--- config.mk ---
export PLATFORM = sky130hd
export DESIGN_NAME = http_chunked_body_decoder_top_flat
export DESIGN_NICKNAME = d
export VERILOG_FILES = /design/src/sv/chd_pkg.sv /design/src/sv/chd_if.sv /design/src/sv/chd_csr.sv /design/src/sv/chd_parser.sv /design/src/sv/http_chunked_body_decoder_top.sv /design/src/flat_wrapper.sv
export SDC_FILE = /design/constraint.sdc
export NUM_CORES = 1
export LEC_CHECK = 0
export BUFFER_PORTS_ARGS = -buffer_cell sky130_fd_sc_hd__clkbuf_2
export CELL_PAD_IN_SITES_DETAIL_PLACEMENT = 0
export CELL_PAD_IN_SITES_GLOBAL_PLACEMENT = 2
export CORE_MARGIN = 8
export CORE_UTILIZATION = 26
export CTS_BUF_LIST = sky130_fd_sc_hd__clkbuf_16
export CTS_CLUSTER_DIAMETER = 60
export DETAILED_ROUTE_END_ITERATION = 10
export HOLD_SLACK_MARGIN = 0.12
export PLACE_DENSITY_LB_ADDON = 0.08
export SLEW_MARGIN = 20
export SYNTH_ARGS = -nofsm -noshare
export SYNTH_HDL_FRONTEND = slang
export SYNTH_HIERARCHICAL = 1
export SYNTH_SLANG_ARGS = --single-unit
--- constraint.sdc ---
create_clock -name clock -period 7.6 [get_ports clock]
set_input_delay 0 -clock clock [delete_from_list [all_inputs] [get_ports clock]]
set_output_delay 0 -clock clock [all_outputs]
set_load 0.1 [all_outputs]
--- src/sv/chd_pkg.sv ---
// Package for the chunked body decoder: phase, result and error codes,
// register indexes and the shared configuration and result types. No dependencies.
package chd_pkg;

   localparam int CSR_ADDR_BITS = 4;

   localparam logic [1:0] REG_MAX_CHUNK = 2'd0;
   localparam logic [1:0] REG_MAX_BODY  = 2'd1;
   localparam logic [1:0] REG_MAX_LINE  = 2'd2;

   localparam logic [23:0] MAX_CHUNK_RESET = 24'd1048576;
   localparam logic [31:0] MAX_BODY_RESET  = 32'd1048576;
   localparam logic [15:0] MAX_LINE_RESET  = 16'd4096;

   localparam logic [2:0] PH_SIZE    = 3'd0;
   localparam logic [2:0] PH_SIZE_LF = 3'd1;
   localparam logic [2:0] PH_DATA    = 3'd2;
   localparam logic [2:0] PH_TERM_CR = 3'd3;
   localparam logic [2:0] PH_TERM_LF = 3'd4;
   localparam logic [2:0] PH_DONE    = 3'd5;
   localparam logic [2:0] PH_ERR     = 3'd6;

   localparam logic [1:0] KIND_FRAME = 2'd0;
   localparam logic [1:0] KIND_DATA  = 2'd1;
   localparam logic [1:0] KIND_DONE  = 2'd2;
   localparam logic [1:0] KIND_ERROR = 2'd3;

   localparam logic ERR_BAD   = 1'b0;
   localparam logic ERR_LARGE = 1'b1;

   localparam logic [7:0] CHAR_CR = 8'h0D;
   localparam logic [7:0] CHAR_LF = 8'h0A;

   typedef struct packed {
      logic [23:0] chunk_size_limit;
      logic [31:0] max_body_size;
      logic [15:0] max_line_len;
   } cfg_type;

   typedef struct packed {
      logic [1:0] kind;
      logic [7:0] payload_byte;
      logic       error_code;
   } rsp_type;

   typedef struct packed {
      logic       valid;
      logic [3:0] value;
   } hex_type;

   function automatic hex_type hex_decode(input logic [7:0] c);
      hex_type h;
      h.valid = 1'b1;
      h.value = 4'd0;
      if (c >= 8'h30 && c <= 8'h39) begin
         h.value = 4'(c - 8'h30);
      end else if (c >= 8'h61 && c <= 8'h66) begin
         h.value = 4'(c - 8'h57);
      end else if (c >= 8'h41 && c <= 8'h46) begin
         h.value = 4'(c - 8'h37);
      end else begin
         h.valid = 1'b0;
      end
      return h;
   endfunction

endpackage

--- src/sv/chd_if.sv ---
// Valid/ready channel interfaces for the decoder's request and result streams.
// No dependencies.
interface chd_req_if;
   logic       valid;
   logic       ready;
   logic [7:0] rx_byte;
   logic       new_body;

   modport source (output valid, output rx_byte, output new_body, input ready);
   modport sink (input valid, input rx_byte, input new_body, output ready);
endinterface

interface chd_rsp_if;
   logic       valid;
   logic       ready;
   logic [1:0] kind;
   logic [7:0] payload_byte;
   logic       error_code;

   modport source (output valid, output kind, output payload_byte, output error_code,
                   input ready);
   modport sink (input valid, input kind, input payload_byte, input error_code,
                 output ready);
endinterface

--- src/sv/chd_csr.sv ---
// Configuration registers of the chunked body decoder behind an APB-style port.
// Depends on chd_pkg.
module chd_csr (
   input  logic                             clock,
   input  logic                             reset,
   input  logic                             psel,
   input  logic                             penable,
   input  logic                             pwrite,
   input  logic [chd_pkg::CSR_ADDR_BITS-1:0] paddr,
   input  logic [31:0]                      pwdata,
   output logic [31:0]                      prdata,
   output logic                             pready,
   output chd_pkg::cfg_type                 cfg
);
   import chd_pkg::*;

   cfg_type    cfg_ff;
   cfg_type    cfg_in;
   logic       write_en;
   logic [1:0] reg_index;

   assign pready    = 1'b1;
   assign write_en  = psel && penable && pwrite;
   assign reg_index = paddr[3:2];
   assign cfg       = cfg_ff;

   always_comb begin
      cfg_in = cfg_ff;
      if (write_en) begin
         case (reg_index)
            REG_MAX_CHUNK: cfg_in.chunk_size_limit = pwdata[23:0];
            REG_MAX_BODY:  cfg_in.max_body_size    = pwdata;
            REG_MAX_LINE:  cfg_in.max_line_len     = pwdata[15:0];
            default:       cfg_in = cfg_ff;
         endcase
      end
   end

   always_comb begin
      case (reg_index)
         REG_MAX_CHUNK: prdata = {8'd0, cfg_ff.chunk_size_limit};
         REG_MAX_BODY:  prdata = cfg_ff.max_body_size;
         REG_MAX_LINE:  prdata = {16'd0, cfg_ff.max_line_len};
         default:       prdata = 32'd0;
      endcase
   end

   always_ff @(posedge clock) begin
      if (reset) begin
         cfg_ff.chunk_size_limit <= MAX_CHUNK_RESET;
         cfg_ff.max_body_size    <= MAX_BODY_RESET;
         cfg_ff.max_line_len     <= MAX_LINE_RESET;
      end else begin
         cfg_ff <= cfg_in;
      end
   end

endmodule

--- src/sv/chd_parser.sv ---
// Framing state machine of the chunked body decoder: parser state and the
// per-byte decision. Depends on chd_pkg.
module chd_parser #(
   parameter int CHUNK_SIZE_BITS = 24
) (
   input  logic             clock,
   input  logic             reset,
   input  logic             step,
   input  logic [7:0]       rx_byte,
   input  logic             new_body,
   input  chd_pkg::cfg_type cfg,
   output chd_pkg::rsp_type result
);
   import chd_pkg::*;

   localparam int CSB = CHUNK_SIZE_BITS;

   logic [2:0]     phase_ff, phase_in, phase_cur;
   logic [CSB-1:0] length_ff, length_in, length_cur;
   logic [CSB-1:0] position_ff, position_in, position_cur;
   logic [32:0]    total_ff, total_in, total_cur;
   logic [15:0]    line_ff, line_in, line_cur;
   logic           digit_ff, digit_in, digit_cur;

   hex_type        hex;
   logic [CSB+3:0] size_next;
   logic [32:0]    total_inc;
   logic [CSB-1:0] position_inc;

   always_comb begin
      phase_cur    = new_body ? PH_SIZE : phase_ff;
      length_cur   = new_body ? '0 : length_ff;
      position_cur = new_body ? '0 : position_ff;
      total_cur    = new_body ? '0 : total_ff;
      line_cur     = new_body ? '0 : line_ff;
      digit_cur    = new_body ? 1'b0 : digit_ff;

      hex          = hex_decode(rx_byte);
      size_next    = {length_cur, hex.value};
      total_inc    = total_cur + 33'd1;
      position_inc = position_cur + {{(CSB-1){1'b0}}, 1'b1};

      phase_in    = phase_cur;
      length_in   = length_cur;
      position_in = position_cur;
      total_in    = total_cur;
      line_in     = line_cur;
      digit_in    = digit_cur;
      result      = '{kind: KIND_FRAME, payload_byte: 8'd0, error_code: ERR_BAD};

      case (phase_cur)
         PH_SIZE: begin
            if (rx_byte == CHAR_CR) begin
               if (!digit_cur) begin
                  phase_in = PH_ERR;
                  result.kind = KIND_ERROR;
               end else begin
                  phase_in = PH_SIZE_LF;
               end
            end else if (!hex.valid) begin
               phase_in = PH_ERR;
               result.kind = KIND_ERROR;
            end else if (line_cur >= cfg.max_line_len) begin
               phase_in = PH_ERR;
               result.kind = KIND_ERROR;
               result.error_code = ERR_LARGE;
            end else begin
               line_in  = line_cur + 16'd1;
               digit_in = 1'b1;
               if (size_next[CSB+3:CSB] != 4'd0 ||
                   32'(size_next[CSB-1:0]) > 32'(cfg.chunk_size_limit)) begin
                  phase_in = PH_ERR;
                  result.kind = KIND_ERROR;
               end else begin
                  length_in = size_next[CSB-1:0];
               end
            end
         end
         PH_SIZE_LF: begin
            if (rx_byte != CHAR_LF) begin
               phase_in = PH_ERR;
               result.kind = KIND_ERROR;
            end else begin
               position_in = '0;
               line_in     = 16'd0;
               digit_in    = 1'b0;
               phase_in    = (length_cur == '0) ? PH_TERM_CR : PH_DATA;
            end
         end
         PH_DATA: begin
            total_in = total_inc;
            if (total_inc > {1'b0, cfg.max_body_size}) begin
               phase_in = PH_ERR;
               result.kind = KIND_ERROR;
               result.error_code = ERR_LARGE;
            end else begin
               position_in = position_inc;
               if (position_inc == length_cur) begin
                  phase_in = PH_TERM_CR;
               end
               result.kind = KIND_DATA;
               result.payload_byte = rx_byte;
            end
         end
         PH_TERM_CR: begin
            if (rx_byte != CHAR_CR) begin
               phase_in = PH_ERR;
               result.kind = KIND_ERROR;
            end else begin
               phase_in = PH_TERM_LF;
            end
         end
         PH_TERM_LF: begin
            if (rx_byte != CHAR_LF) begin
               phase_in = PH_ERR;
               result.kind = KIND_ERROR;
            end else if (length_cur == '0) begin
               phase_in = PH_DONE;
               result.kind = KIND_DONE;
            end else begin
               length_in   = '0;
               position_in = '0;
               line_in     = 16'd0;
               digit_in    = 1'b0;
               phase_in    = PH_SIZE;
            end
         end
         default: begin
            phase_in = phase_cur;
         end
      endcase
   end

   always_ff @(posedge clock) begin
      if (reset) begin
         phase_ff    <= PH_SIZE;
         length_ff   <= '0;
         position_ff <= '0;
         total_ff    <= '0;
         line_ff     <= '0;
         digit_ff    <= 1'b0;
      end else if (step) begin
         phase_ff    <= phase_in;
         length_ff   <= length_in;
         position_ff <= position_in;
         total_ff    <= total_in;
         line_ff     <= line_in;
         digit_ff    <= digit_in;
      end
   end

endmodule

--- src/sv/http_chunked_body_decoder_top.sv ---
// Decodes an HTTP chunked body one byte per request and gives exactly one result per
// request: framing, payload byte, body complete or error. A request is registered on
// entry, decoded by the framing state machine as it leaves the input register, and the
// result held in an output register; one request is accepted every cycle while results
// are taken. Throughput is set by the parser state, which is updated as each request
// moves to the output register. Configuration writes are taken at any time but should
// only be made while no request is in flight.
// Depends on chd_pkg, chd_if, chd_csr and chd_parser.
module http_chunked_body_decoder_top #(
   parameter int CHUNK_SIZE_BITS = 24
) (
   input  logic                              clock,
   input  logic                              reset,
   chd_req_if.sink                           req_bus,
   chd_rsp_if.source                         rsp_bus,
   input  logic                              psel,
   input  logic                              penable,
   input  logic                              pwrite,
   input  logic [chd_pkg::CSR_ADDR_BITS-1:0] paddr,
   input  logic [31:0]                       pwdata,
   output logic [31:0]                       prdata,
   output logic                              pready
);
   import chd_pkg::*;

   cfg_type    cfg;
   rsp_type    step_result;

   logic       in_valid_ff, in_valid_in;
   logic [7:0] in_byte_ff;
   logic       in_new_ff;
   logic       out_valid_ff, out_valid_in;
   rsp_type    out_ff;
   logic       out_free;
   logic       advance;
   logic       req_take;

   assign out_free       = !out_valid_ff || rsp_bus.ready;
   assign advance        = in_valid_ff && out_free;
   assign req_bus.ready  = !reset && (!in_valid_ff || advance);
   assign req_take       = req_bus.valid && req_bus.ready;
   assign in_valid_in    = req_take || (in_valid_ff && !advance);
   assign out_valid_in   = advance || (out_valid_ff && !rsp_bus.ready);

   assign rsp_bus.valid        = out_valid_ff;
   assign rsp_bus.kind         = out_ff.kind;
   assign rsp_bus.payload_byte = out_ff.payload_byte;
   assign rsp_bus.error_code   = out_ff.error_code;

   chd_csr u_csr (
      .clock   (clock),
      .reset   (reset),
      .psel    (psel),
      .penable (penable),
      .pwrite  (pwrite),
      .paddr   (paddr),
      .pwdata  (pwdata),
      .prdata  (prdata),
      .pready  (pready),
      .cfg     (cfg)
   );

   chd_parser #(
      .CHUNK_SIZE_BITS (CHUNK_SIZE_BITS)
   ) u_parser (
      .clock    (clock),
      .reset    (reset),
      .step     (advance),
      .rx_byte  (in_byte_ff),
      .new_body (in_new_ff),
      .cfg      (cfg),
      .result   (step_result)
   );

   always_ff @(posedge clock) begin
      if (reset) begin
         in_valid_ff  <= 1'b0;
         out_valid_ff <= 1'b0;
      end else begin
         in_valid_ff  <= in_valid_in;
         out_valid_ff <= out_valid_in;
      end
   end

   always_ff @(posedge clock) begin
      if (req_take) begin
         in_byte_ff <= req_bus.rx_byte;
         in_new_ff  <= req_bus.new_body;
      end
      if (advance) begin
         out_ff <= step_result;
      end
   end

endmodule

--- src/flat_wrapper.sv ---
// flat-port wrapper written by rule: the top's interface ports become plain ports
module http_chunked_body_decoder_top_flat import chd_pkg::*;
#(
   parameter int CHUNK_SIZE_BITS = 24
)
  (clock, reset, psel, penable, pwrite, paddr, pwdata, prdata, pready, req_bus_valid, req_bus_rx_byte, req_bus_new_body, req_bus_ready, rsp_bus_valid, rsp_bus_kind, rsp_bus_payload_byte, rsp_bus_error_code, rsp_bus_ready);
  chd_req_if req_bus_i ();
  chd_rsp_if rsp_bus_i ();
  input  logic clock;
  input  logic reset;
  input  logic psel;
  input  logic penable;
  input  logic pwrite;
  input  logic [chd_pkg::CSR_ADDR_BITS-1:0] paddr;
  input  logic [31:0] pwdata;
  output logic [31:0] prdata;
  output logic pready;
  input wire logic [$bits(req_bus_i.valid)-1:0] req_bus_valid;
  input wire logic [$bits(req_bus_i.rx_byte)-1:0] req_bus_rx_byte;
  input wire logic [$bits(req_bus_i.new_body)-1:0] req_bus_new_body;
  output wire logic [$bits(req_bus_i.ready)-1:0] req_bus_ready;
  output wire logic [$bits(rsp_bus_i.valid)-1:0] rsp_bus_valid;
  output wire logic [$bits(rsp_bus_i.kind)-1:0] rsp_bus_kind;
  output wire logic [$bits(rsp_bus_i.payload_byte)-1:0] rsp_bus_payload_byte;
  output wire logic [$bits(rsp_bus_i.error_code)-1:0] rsp_bus_error_code;
  input wire logic [$bits(rsp_bus_i.ready)-1:0] rsp_bus_ready;
  assign req_bus_i.valid = req_bus_valid;
  assign req_bus_i.rx_byte = req_bus_rx_byte;
  assign req_bus_i.new_body = req_bus_new_body;
  assign req_bus_ready = req_bus_i.ready;
  assign rsp_bus_valid = rsp_bus_i.valid;
  assign rsp_bus_kind = rsp_bus_i.kind;
  assign rsp_bus_payload_byte = rsp_bus_i.payload_byte;
  assign rsp_bus_error_code = rsp_bus_i.error_code;
  assign rsp_bus_i.ready = rsp_bus_ready;
  http_chunked_body_decoder_top #(.CHUNK_SIZE_BITS(CHUNK_SIZE_BITS)) u_core (.clock(clock), .reset(reset), .req_bus(req_bus_i), .rsp_bus(rsp_bus_i), .psel(psel), .penable(penable), .pwrite(pwrite), .paddr(paddr), .pwdata(pwdata), .prdata(prdata), .pready(pready));
endmodule
==> flow_summary.json, run 1 <==
{
  "status": "finished clean",
  "drive_above_1_share_pct": 10.1,
  "numCtsBuffers": 17,
  "wl_per_cell_um": 19.9,
  "clockRootBuffer": "clkbuf_16",
  "ir_drop_mv": 0.0992,
  "whs_ns": 0.223,
  "synth_ff_type": "dfxtp_1",
  "worstPathArrival_ns": 6.15,
  "syn_area_um2": 12900,
  "postCtsSetupBuffers": 0,
  "final.fill_count": 5371,
  "synth.most_common_cell": "dfxtp_1",
  "core_area_um2": 49100,
  "start_util_pct": 26.4,
  "gp_congestion": 0.775,
  "num_rows": 81,
  "drt-total-wl_mm": 47.0,
  "path_buf_inv": 0,
  "die_width_um": 239,
  "seq_area_um2": 4100,
  "finalHoldViolations": 0,
  "htreeDepth": 4,
  "area_delta_synth_final_pct": 16.6,
  "path_depth": 18,
  "multi_input_area_um2": 8100,
  "cap_violations": 0,
  "hpwl_mm": 33.8,
  "crit_chain": "nor2b_1 -> ha_1 -> and3_1 -> nand2_1 -> nor4_1 -> and3_1 -> and3_1 -> xnor2_1 -> nor2_1 -> ha_1 -> a21oi_1 -> o21a_1 -> o211a_1 -> a221oi_1 -> o31ai_1 -> and3_1 -> o2bb2a_1 -> o21ai_0",
  "fin_tns_setup_ns": 0,
  "slew_headroom_pct": 34.0,
  "max_freq_ghz": 0.174,
  "crit_fanout": 15,
  "cts_resized": 0,
  "report.final.slew_viol_count": 0,
  "grt_max_degree": 141,
  "crit_path_max_incr_delay_ns": 0.80,
  "async_reset_ff_share_pct": 0,
  "p_leak_nw": 5.88,
  "n_antenna_cell": 0,
  "crit_path_frequent_cell": "and3_1",
  "dr.pass1.iters": 4,
  "path_clk_slew_ns": 0.07,
  "clock_sinks": 195,
  "ys_seq_area_share_pct": 31.7,
  "dr_total_vias": 11500,
  "grt.total_usage_pct": 16.6,
  "antenna_found_initial": 0,
  "clockBufferDepth": 2,
  "syn_area_per_cell_um2": 8.16,
  "dieHeight_um": 239,
  "setup_violations": 0,
  "crit_required_ns": 8.01,
  "critPathCaptureType": "register",
  "ys_ff_latch": 195,
  "slowest_stage": "o31ai_1",
  "fin_crit_ns": 5.73,
  "yosysWarnings": 6,
  "cp-start-kind": "register",
  "worstSetupPathType": "register to register",
  "synthTopCellsByArea": "dfxtp_1, mux2i_1, ha_1, nand2b_1, edfxtp_1",
  "place_inst": 2275,
  "synth.top_cell.area_share_pct": 27.1,
  "clk_latency_ns": 0.50,
  "grt-ovfl-total": 0,
  "synthTopCellsByCount": "dfxtp_1, nor2_1, nand2_1",
  "ys_types": 79,
  "grt_setup_unrepaired": "false",
  "synthCells": 1585,
  "io_buffer_count": 94,
  "stdcell_count": 2358,
  "fin_crit_sh_pct": 75.4,
  "holdCritPathClass": "input port to register",
  "syn_nets": 1716,
  "die-area_um2": 57200,
  "ios": 98,
  "drt_iter0_drc": 623,
  "hold_path_depth": 2,
  "tightest_slew_ns": 0.981,
  "powerDensity_nw_per_um2": 148,
  "grt_pass1_vias": 11600,
  "finClkSkew_ns": 0.0124,
  "hold_buffers": 50,
  "detail-route-antenna-nets": 0,
  "grt_pass1_wl_mm": 72.1,
  "cp_top_family": "simple AND/OR/NAND/NOR gates",
  "fin_nets": 1812,
  "cts_tree": "done",
  "yosysTopAreaCell": "dfxtp_1",
  "synth_edf_count": 20,
  "routed_via_density": 4.89,
  "rr_worst_depth": 18,
  "drc": 0
}
-- final cells by class --
class                      instances  area share (%)
timing repair buffer             165            7.71
multi-input combinational       1209            53.7
clock inverter                    15           0.779
clock buffer                      17            2.82
sequential                       195            27.2
tap                              664            5.51
inverter                          93            2.31
-- registers in the layout, summed over array words and instances, names as in the netlist, 2 cells and up --
register / count
u_core/in_byte_ff: 8
u_core/rsp_bus.kind: 2
u_core/rsp_bus.payload_byte: 8
u_core/u_csr/cfg: 72
u_core/u_parser/length_ff: 24
u_core/u_parser/line_ff: 16
u_core/u_parser/phase_ff: 3
u_core/u_parser/position_ff: 24
u_core/u_parser/total_ff: 33
-- worst paths after layout --
kind,start,slack [ns],endpoint
min,req_bus_rx_byte[2],0.22,u_core/in_byte_ff[2]$_DFFE_PP_
min reg2reg,u_core/u_parser/line_ff[7]$_SDFFE_PP0P_,0.48,u_core/u_parser/line_ff[7]$_SDFFE_PP0P_
max reg2reg,u_core/in_new_ff$_DFFE_PP_,1.87,u_core/u_parser/position_ff[17]$_SDFFE_PP0P_
max,u_core/in_new_ff$_DFFE_PP_,1.87,u_core/u_parser/position_ff[17]$_SDFFE_PP0P_
-- power breakdown --
group          switching, mW  internal [mW]
sequential            0.0132           1.05
combinational          0.179         0.0829
clock                  0.454          0.447
total                  0.646           1.58
-- logic make-up (layout without fill, tap and decap cells) --
family | after synthesis | after routing | synth area share, %
AOI/OAI and AO/OA | 309 | 309 | 15.2
DFF | 195 | 195 | 31.7
adders and majority gates | 79 | 79 | 7.64
xor gates and xnor gates | 70 | 70 | 4.74
muxes | 106 | 106 | 8.26
other | 1 | 1 | 0.0290
buffers and inverters | 181 | 290 | 5.85
and+or+nand+nor | 644 | 644 | 26.5
-- layer usage --
metal / track usage, % / part of all wire, % / routed length [um]
met5: 0 / 0 / 0
met4: 4.18 / 1.4 / 676
met3: 2.87 / 2.2 / 1040
met2: 27.8 / 48 / 22600
met1: 21.8 / 48 / 22600
-- layout by cell type, fill, tap and decap left out, types with 5 or more instances in the layout --
master         synthesis  routed
a211oi_1               8       8
a21o_1                 9       9
a21oi_1               93      93
a22o_1                27      27
a22oi_1               10      10
a311oi_1               6       6
a31oi_1               13      13
and2_1                20      20
and3_1                23      23
and4_1                 5       5
buf_4                  4      19
clkbuf_16              0      17
clkbuf_2               0      93
clkinv_1               1       6
dfxtp_1              175     175
dlygate4sd3_1          0      50
edfxtp_1              20      20
ha_1                  79      79
inv_1                 92      93
mux2_2                 6       6
mux2i_1              100     100
nand2_1              121     121
nand2b_1             113     113
nand3_1               60      60
nand3b_1               5       5
nand4_1               34      34
nor2_1               122     120
nor2b_1               48      48
nor3_1                26      26
nor4_1                22      22
o211ai_1               9       9
o21a_1                 7       7
o21ai_0               82      82
or2_2                  6       6
or3_1                 11      11
or4_1                  6       6
xnor2_1               49      49
xor2_1                21      21
-- through the flow --
step                instance area, um^2  power [mW]  util (%)  worst slack, ns
detailed placement                14000        1.33      28.6             1.81
CTS                               15100        2.28      30.7             1.76
global route                      15100        2.33      30.8             1.46
finish                            15100        2.23      30.8             1.87
global placement                  14000        1.33      28.6             1.94
floorplan                         12900        1.25         -             1.93
No activity file was read; power rests on OpenSTA's default activity.
==> inputs of run 2 (changes only) <==
==> constraint.sdc (replaced) <==
create_clock -name clock -period 5.99 [get_ports clock]
set_input_delay 0 -clock clock [delete_from_list [all_inputs] [get_ports clock]]
set_output_delay 0 -clock clock [all_outputs]
set_load 0.1 [all_outputs]
==> flow_summary.json, run 2 (synthesis gave the netlist of run 1 again) <==
{
  "clockBufferDepth": 2,
  "finalHoldViolations": 0,
  "crit_chain": "nor2b_1 -> ha_1 -> and3_1 -> nand2_1 -> nor4_1 -> and3_1 -> and3_1 -> xnor2_1 -> nor2_1 -> ha_1 -> nand4_1 -> nor4_1 -> nand3_1 -> o22a_1 -> o31ai_1 -> buf_4 -> a21oi_1 -> o21a_1 -> mux2_2",
  "mostFrequentLayoutCells": "dfxtp_1, nand2_1, nor2_1, nand2b_1, mux2i_1",
  "grt-ovfl-total": 0,
  "hpwl_mm": 35.0,
  "grt_pass1_vias": 11500,
  "multi_input_area_um2": 8100,
  "numCtsBuffers": 17,
  "critPathCaptureType": "register",
  "report.final.slew_viol_count": 0,
  "drt_iter0_drc": 715,
  "crit_required_ns": 6.38,
  "core_area_um2": 49100,
  "htreeDepth": 4,
  "n_antenna_cell": 0,
  "setup_violations": 0,
  "drive_above_1_share_pct": 10.7,
  "detail-route-antenna-nets": 0,
  "crit_fanout": 11,
  "grt_busiest_layer": "met2",
  "grt.total_usage_pct": 16.8,
  "setup_ws_ns": 0.636,
  "cts_tree": "done",
  "status": "finished clean",
  "ir_drop_mv": 0.136,
  "final_common_cell": "dfxtp_1",
  "use_met1_pct": 22.2,
  "start_util_pct": 26.4,
  "clk_latency_ns": 0.50,
  "worstSetupPathType": "register to register",
  "p_leak_nw": 5.93,
  "die_width_um": 239,
  "drc": 0,
  "gp_congestion": 0.783,
  "fin_crit_sh_pct": 89.4,
  "drt-total-wl_mm": 47.4,
  "path_clk_slew_ns": 0.08,
  "grt_pass1_wl_mm": 72.6,
  "wl_per_cell_um": 20.0,
  "worstPathArrival_ns": 5.74,
  "cp-start-kind": "register",
  "use_met3_pct": 3.22,
  "max_freq_ghz": 0.187,
  "area_delta_synth_final_pct": 17.1,
  "grtUsageMet2_pct": 27.7,
  "finClkSkew_ns": 0.0151,
  "slew_headroom_pct": 27.8,
  "crit_path_frequent_cell": "and3_1",
  "dr_total_vias": 11500,
  "ios": 98,
  "cts_resized": 0,
  "clock_sinks": 195,
  "seq_area_um2": 4100,
  "fin_tns_setup_ns": 0,
  "fin_crit_ns": 5.35,
  "num_rows": 81,
  "io_buffer_count": 94,
  "largest_register_ffs": 72,
  "cap_violations": 0,
  "clockRootBuffer": "clkbuf_16",
  "tightest_slew_ns": 1.08,
  "antenna_found_initial": 0,
  "final.fill_count": 5324,
  "dieHeight_um": 239,
  "postCtsSetupBuffers": 0,
  "grt_max_degree": 90,
  "dr.pass1.iters": 5,
  "die-area_um2": 57200,
  "ff2ff_setup_slack_ns": 0.64,
  "grt_setup_unrepaired": "false",
  "fin_nets": 1821,
  "powerDensity_nw_per_um2": 187,
  "holdCritPathClass": "input port to register",
  "crit_path_max_incr_delay_ns": 0.56,
  "routed_via_density": 4.88,
  "slowest_stage": "edfxtp_1",
  "post-place-ws_ns": 0.656
}
run 2: cell types whose count changed in the layout (fill, tap and decap cells not counted), sizes merged:
cell      change
clkinvlp      -2
buf           +9
clkinv        +1
inv           +1
run 2: repair_timing:
| action | CTS | global route |
|---|---|---|
| hold buffers | 50 | 0 |
| endpoints found under the setup margin | 0 | 0 |
| endpoints found under the hold margin | 108 | 0 |
run 2: cell type report:
class	instances	share of cell area, %
Sequential cell	195	27.1
Inverter	93	2.30
Timing Repair Buffer	174	8.08
Clock inverter	15	0.776
Multi-Input combinational cell	1209	53.5
Tap cell	664	5.48
Clock buffer	17	2.81
run 2: report_power, final:
part	switching [mW]	internal, mW
clock	0.584	0.568
combinational	0.228	0.108
sequential	0.0171	1.33
total	0.830	2.01
run 2: path summary, 6_finish.rpt:
check                                                              from                                           to  cells after the start
worst min register to register  u_core/u_parser/line_ff[0]$_SDFFE_PP0P_      u_core/u_parser/line_ff[0]$_SDFFE_PP0P_                      2
worst min-delay path                                 req_bus_rx_byte[3]               u_core/in_byte_ff[3]$_DFFE_PP_                      2
worst max-delay path                         u_core/in_new_ff$_DFFE_PP_  u_core/u_parser/position_ff[0]$_SDFFE_PP0P_                     19
worst max register to register               u_core/in_new_ff$_DFFE_PP_  u_core/u_parser/position_ff[0]$_SDFFE_PP0P_                     19
run 2: layer usage:
layer	share of wire (%)	vias up
li1	-	5814
met1	47	5493
met2	48	199
met3	3.4	35
met4	1.4	0
met5	0	-
run 2: stage by stage:
step	total power [mW]	cell area [um^2]	hold slack (ns)	std cells	util (%)
floorplan	1.58	12900	0.0691	1585	-
global placement	1.70	14100	0.179	2285	28.8
detailed placement	1.70	14100	0.179	2285	28.8
CTS	2.90	15200	0.172	2367	30.9
global route	2.97	15200	0.191	2367	30.9
finish	2.84	15200	0.226	2367	30.9
run 2: critical path: cells and delay by family, from the launching register on:
| kind | cells | cell delay (ns) |
|---|---|---|
| XOR/XNOR | 1 | 0.11 |
| buffers and inverters | 1 | 0.22 |
| adder cells (fa/ha/maj) | 2 | 0.57 |
| AND/OR/NAND/NOR | 10 | 2.74 |
| multiplexers | 1 | 0.32 |
| flip-flops | 1 | 0.56 |
| AO/OA/AOI/OAI | 4 | 0.72 |
